## config.mk

```make
export PLATFORM = sky130hd
export DESIGN_NAME = rbst_div
export DESIGN_NICKNAME = d
export VERILOG_FILES = /design/src/hw/rtl/rbst_pkg.sv /design/src/hw/rtl/rbst_div.sv
export SDC_FILE = /design/constraint.sdc
export NUM_CORES = 2
export LEC_CHECK = 0
export ABC_CLOCK_PERIOD_IN_PS = 4200
export BUFFER_PORTS_ARGS = -buffer_cell sky130_fd_sc_hd__buf_4
export CORE_MARGIN = 2
export CORE_UTILIZATION = 28
export DETAILED_ROUTE_END_ITERATION = 8
export SLEW_MARGIN = 20
export SYNTH_ARGS = -nofsm -noshare
export SYNTH_HDL_FRONTEND = slang
export SYNTH_SLANG_ARGS = --single-unit
export TNS_END_PERCENT = 5
```

## constraint.sdc

```tcl
create_clock -name clk_i -period 4.2 [get_ports clk_i]
set_input_delay 0.63 -clock clk_i [delete_from_list [all_inputs] [get_ports clk_i]]
set_output_delay 0.63 -clock clk_i [all_outputs]
set_load 0.02 [all_outputs]
```

## src/hw/rtl/rbst_pkg.sv

```systemverilog
`default_nettype none
package rbst_pkg;

  localparam int CoordW   = 32;
  localparam int FracBits = 16;
  // Quotient bits resolved by the divider stages; larger quotients saturate.
  localparam int QuoBits  = CoordW - 1;
  // Divider stages: one setup stage, one stage per quotient bit, one output stage.
  localparam int DivLat   = QuoBits + 2;
  localparam int NumAxes  = 3;
  localparam int IdxW     = 3;

  typedef logic signed [CoordW-1:0] coord_t;
  typedef logic        [CoordW-1:0] mag_t;

  localparam coord_t CoordMax = {1'b0, {(CoordW-1){1'b1}}};
  localparam coord_t CoordMin = {1'b1, {(CoordW-1){1'b0}}};

  typedef enum logic [IdxW-1:0] {
    REG_LOW_X  = 3'd0,
    REG_LOW_Y  = 3'd1,
    REG_LOW_Z  = 3'd2,
    REG_HIGH_X = 3'd3,
    REG_HIGH_Y = 3'd4,
    REG_HIGH_Z = 3'd5
  } reg_idx_e;

  // Operands of one slab quotient.
  typedef struct packed {
    mag_t num;
    mag_t den;
    logic neg;
  } div_in_t;

endpackage
`default_nettype wire

```

## src/hw/rtl/rbst_div.sv

```systemverilog
`default_nettype none
module rbst_div import rbst_pkg::*; (
  input  wire     clk_i,
  input  div_in_t op_i,
  output coord_t  t_o
);

  localparam int DvdW = CoordW + FracBits;

  logic [DvdW-1:0]     dvd;
  logic [CoordW-1:0]   rem_q [QuoBits+1];
  logic [QuoBits-1:0]  quo_q [QuoBits+1];
  logic [QuoBits-1:0]  dvd_q [QuoBits+1];
  mag_t                den_q [QuoBits+1];
  logic                neg_q [QuoBits+1];
  logic                ovf_q [QuoBits+1];
  coord_t              t_q;

  assign dvd = {op_i.num, {FracBits{1'b0}}};

  // Setup: a quotient of 2^(CoordW-1) or more always saturates.
  always_ff @(posedge clk_i) begin
    ovf_q[0] <= (2*CoordW-1)'(dvd) >= (2*CoordW-1)'({op_i.den, {QuoBits{1'b0}}});
    rem_q[0] <= CoordW'(dvd >> QuoBits);
    dvd_q[0] <= dvd[QuoBits-1:0];
    quo_q[0] <= '0;
    den_q[0] <= op_i.den;
    neg_q[0] <= op_i.neg;
  end

  // One restoring step per stage, most significant quotient bit first.
  for (genvar k = 0; k < QuoBits; k++) begin : g_step
    logic [CoordW:0] sh;
    logic            ge;
    assign sh = {rem_q[k], dvd_q[k][QuoBits-1-k]};
    assign ge = sh >= {1'b0, den_q[k]};
    always_ff @(posedge clk_i) begin
      rem_q[k+1] <= ge ? CoordW'(sh - {1'b0, den_q[k]}) : sh[CoordW-1:0];
      quo_q[k+1] <= {quo_q[k][QuoBits-2:0], ge};
      dvd_q[k+1] <= dvd_q[k];
      den_q[k+1] <= den_q[k];
      neg_q[k+1] <= neg_q[k];
      ovf_q[k+1] <= ovf_q[k];
    end
  end

  always_ff @(posedge clk_i) begin
    if (neg_q[QuoBits]) begin
      t_q <= ovf_q[QuoBits] ? CoordMin : -coord_t'({1'b0, quo_q[QuoBits]});
    end else begin
      t_q <= ovf_q[QuoBits] ? CoordMax : coord_t'({1'b0, quo_q[QuoBits]});
    end
  end

  assign t_o = t_q;

endmodule
`default_nettype wire
```

# After elaboration in Yosys (flattened, before gate mapping)
# Memories as Yosys holds them, arrays and structs flattened.
# Index checks and enable logic that the tools add are counted.
[totals]
input_bits = 66
memories = 6
regBits = 32
mem_bits_rw = 4096
elab_cells = 105
[classes]
magnitude_cmp = 32
add_sub_neg = 32
mux = 34
[memory_table]
columns = ["name", "words", "width", "rd", "rd_ports_with_merged_regs", "write_ports", "line", "rtl"]
rows = [
  ["den_q", 32, 32, 31, 0, 32, "rbst_div.sv:14", "mag_t den_q [QuoBits+1];"],
  ["rem_q", 32, 32, 31, 0, 32, "rbst_div.sv:11", "logic [CoordW-1:0] rem_q [QuoBits+1];"],
  ["dvd_q", 32, 31, 31, 0, 32, "rbst_div.sv:13", "logic [QuoBits-1:0] dvd_q [QuoBits+1];"],
  ["quo_q", 32, 31, 32, 0, 32, "rbst_div.sv:12", "logic [QuoBits-1:0] quo_q [QuoBits+1];"],
  ["neg_q", 32, 1, 32, 0, 32, "rbst_div.sv:15", "logic neg_q [QuoBits+1];"],
  ["ovf_q", 32, 1, 32, 0, 32, "rbst_div.sv:16", "logic ovf_q [QuoBits+1];"],
]
[ops]
columns = ["operator", "count"]
rows = [
  ["$mux W32", 33],
  ["$ge A33 B32 Y1", 31],
  ["$sub A32 B32 Y32", 31],
  ["$ge A48 B63 Y1", 1],
  ["$neg A31 Y32", 1],
  ["$mux W31", 1],
]

# Depth between registers and ports, before layout
# An unclocked memory read counts as a cell.
[logic_depth]
word_depth = 4
depth_mapped = 15
ltp_nobuf = 13

# Worst setup path before layout
# No wires, ideal clock.
[synth_path]
path_type = "register to register"
startpoint = "memory den_q[4][1] in the netlist's numbering"
endpoint = "memory rem_q[5][10]"
period_less_slack_ps = 3182
arrival_time_ps = 3061
path_stages_with_launch = 15
path_slack_ps = 1018
n_path_buf = 2
setup_time_ps = 121
path_cell_list = "dfxtp_1 > inv_1 > ha_1 > nor2b_4 > o31a_4 > o21ai_4 > a2111oi_1 > or3_1 > nand3_2 > a31oi_2 > or3_1 > a311o_1 > buf_6 > buf_12 > mux2_4"
[synth_lines]
columns = ["element", "line"]
rows = [
  ["start, declared", "rbst_div.sv:14"],
  ["end, declared", "rbst_div.sv:11"],
]

==> metrics.txt <==
Post-synth EDFFs 0; RSZ-0062 raised after global routing false; Max Cap Viol 0; Die Y 654 um; Setup WS post-layout 0.196 ns; first-pass GRT wire length 452 mm; Post-synth top flop dfxtp_1; mean routed wirelength per cell 15.4 um; Net Sw Power 37.0 mW; Worst-path clk slew 0.06 ns; M1 GR Usage 0.123; Pleak 62.2 nW; Post-DP Area 0.126 sq mm; setup TNS 0 ns; CTS Root Cell clkbuf_16; Inst Count DP 18,000; CP max FO 33; GRT overflow 0; clock power share 0.260; Via-to-Cell Ratio ~4.6; Port Buffers 97; fin nets 13,800; die footprint about 0.43 sq mm; Post-Syn Nets 13,500; vias in the first global route a little under 90,000; Final Hold Vio Count 0; Post-Synthesis Cells 12,400; initial antenna violation count 6; Setup-failing EPs final 0; Setup crit end kind register; core region area approximately 0.42 sq mm; H-tree depth 5; max_slew headroom 0.333; area grow syn2layout 16.2%; Final Critical Period 4.00 ns; FP Rows 238; critical path data required time approximately 5.0 ns; vias around 86,000; Final Util 0.327; switching share of power 0.357; power share of the combinational group 0.412; gpl congestion 0.934; Crit path arrival time 4.77 ns; fraction of registers with async set/reset 0; Seq cells post-synth 2,681; crit start category register; most frequent cells in the layout dfxtp_1 (2,680), inv_1 (1,248), ha_1 (995); Crit Path Class reg2reg; number of library cell types mapped by synthesis 111; most common cell after layout, fill and taps aside dfxtp_1; Finished Cell Area roughly 0.14 sq mm; post-synthesis cell area 0.118 sq mm; Ys Warns 0; overall power 104 mW; status complete, no violations; worst min-delay path class reg2reg; Power Internal 66.6 mW; dpl ws between 0.2 and 0.3 ns; GRT Total Usage 0.130; Slew @ Worst Pin 0.993 ns; worst vdd ir between 400 and 500 uV; CTS tree done; Clock Tree Buf Depth 4; PD cells about 750 mW/mm^2; Layout Cells excl Fill between 15,000 and 20,000; Worst Skew 0.113 ns; layout cell share with drive strength beyond 1 0.101; max-slew violation count 0; synthesized area per cell between 9 and 10 sq um; I/O Pins 98; FMAX about 0.25 GHz; Fin Hold WS 0.243 ns; drt total wl 288 mm; 1st-pass router iterations 6; pin count of the biggest net entering global routing 57; Antenna Violating Nets Remaining 0; Die X-Extent ~650 um; DRC 0; layer carrying the most global-route usage met2; met2 GRT Util 0.260; TritonCTS buffer count 298; final worst path period share 0.953; drt initial violations 4,107; CTS sink cnt 2,681; clk_lat worst skew 0.98 ns; sequential element share of the synthesized area 0.454; HPWL after detailed placement 227 mm; initial core utilization 0.281; share of power burned in registers 0.328; met3 usage 0.0155
## kinds of logic (layout without fill, tap and decap cells)
logic type / after synthesis / count (layout) / share of synthesized area
XOR/XNOR: 809 / 809 / 0.0600
multiplexers: 463 / 463 / 0.0446
flip-flops: 2681 / 2681 / 0.454
AO/OA/AOI/OAI: 3205 / 3205 / 0.171
buffers and inverters: 1570 / 2137 / 0.0517
other: 0 / 10 / 0
adder cells (fa/ha/maj): 1025 / 1025 / 0.110
AND/OR/NAND/NOR: 2668 / 2668 / 0.108
## worst paths after layout
path                            slack (ns)                     to            startpoint  depth (start not counted)
worst min register to register        0.24   quo_q[7][65]$_DFF_P_  quo_q[7][33]$_DFF_P_                          0
worst max-delay path                  0.20  rem_q[21][20]$_DFF_P_  den_q[20][1]$_DFF_P_                         13
worst min-delay path                  0.24   quo_q[7][65]$_DFF_P_  quo_q[7][33]$_DFF_P_                          0
worst max register to register        0.20  rem_q[21][20]$_DFF_P_  den_q[20][1]$_DFF_P_                         13
## synth_stat cells (57+ instances only)
library cell  number  area (sq um)
buf_2             62           310
xor2_1           337          2950
o21ai_0          719          3600
nor2_1           696          2610
clkbuf_1         234           878
nand4_1          167          1040
and3_1            85           532
nor2b_1          150           938
nor3_1           143           716
a21oi_1          990          4950
o21a_1           138          1040
a21o_1           514          3860
nor4_1            57           357
o21bai_1         126           946
nand2b_1         111           694
xnor2_1          472          4130
mux2_2           384          4320
inv_1           1248          4680
nand3_1          208          1040
a31oi_1          113           707
nand2_1          820          3080
dfxtp_1         2681         53700
ha_1             995         12400
o31ai_1           77           578
a211oi_1          80           601
## flip-flops by register name (all words and copies together), names as in the netlist
| name | count |
|---|---|
| ovf_q | 32 |
| quo_q | 496 |
| t_o | 32 |
| den_q | 992 |
| dvd_q | 120 |
| rem_q | 977 |
| neg_q | 32 |
## power groups by stage
stage                     sequential [mW]  clock [mW]  combinational (mW)
after floorplan                      33.5           0                32.2
after global placement               34.6           0                41.8
after detailed placement             34.5           0                42.2
after CTS                            34.0        27.8                42.6
after global routing                 34.5        28.8                47.4
final                                34.0        27.0                42.7
## critical path, cell delays in order (launching register included)
cell and delay [ns]:
dfxtp_1 0.37, inv_1 0.06, ha_1 0.28, nor2b_1 0.17
o31a_1 0.19, o31a_1 0.19, o21ai_1 0.12, a2111oi_0 0.88
and4bb_2 0.36, o31ai_4 0.27, a21oi_1 0.11, o211a_1 0.21
buf_4 0.27, mux2_1 0.36
## repair_timing
| item | 4_1_cts | 5_1_grt |
|---|---|---|
| buffers inserted | 0 | 0 |
| endpoints found under the hold margin | 65 | 0 |
| endpoints found under the setup margin | 0 | 1 |
| gates resized for setup | 0 | 1 |
| hold buffers | 65 | 0 |
## layer usage
metal  part of all wire  vias up
li1                   -    43700
met1               0.37    39600
met5                  0        -
met2               0.53     1506
met3              0.028      800
met4              0.070        0
## final cells by class
cell class	count	area (sq um)
well taps	5640	7060
fillers	42900	283000
flip-flops and latches	2681	53700
multi-input cells	8170	58500
clock inverters	136	1800
repair buffers	354	3120
clock buffers	395	8430
diodes	10	25.0
inverters	1252	4700
Note: power is estimated with default switching activity, not from simulation.
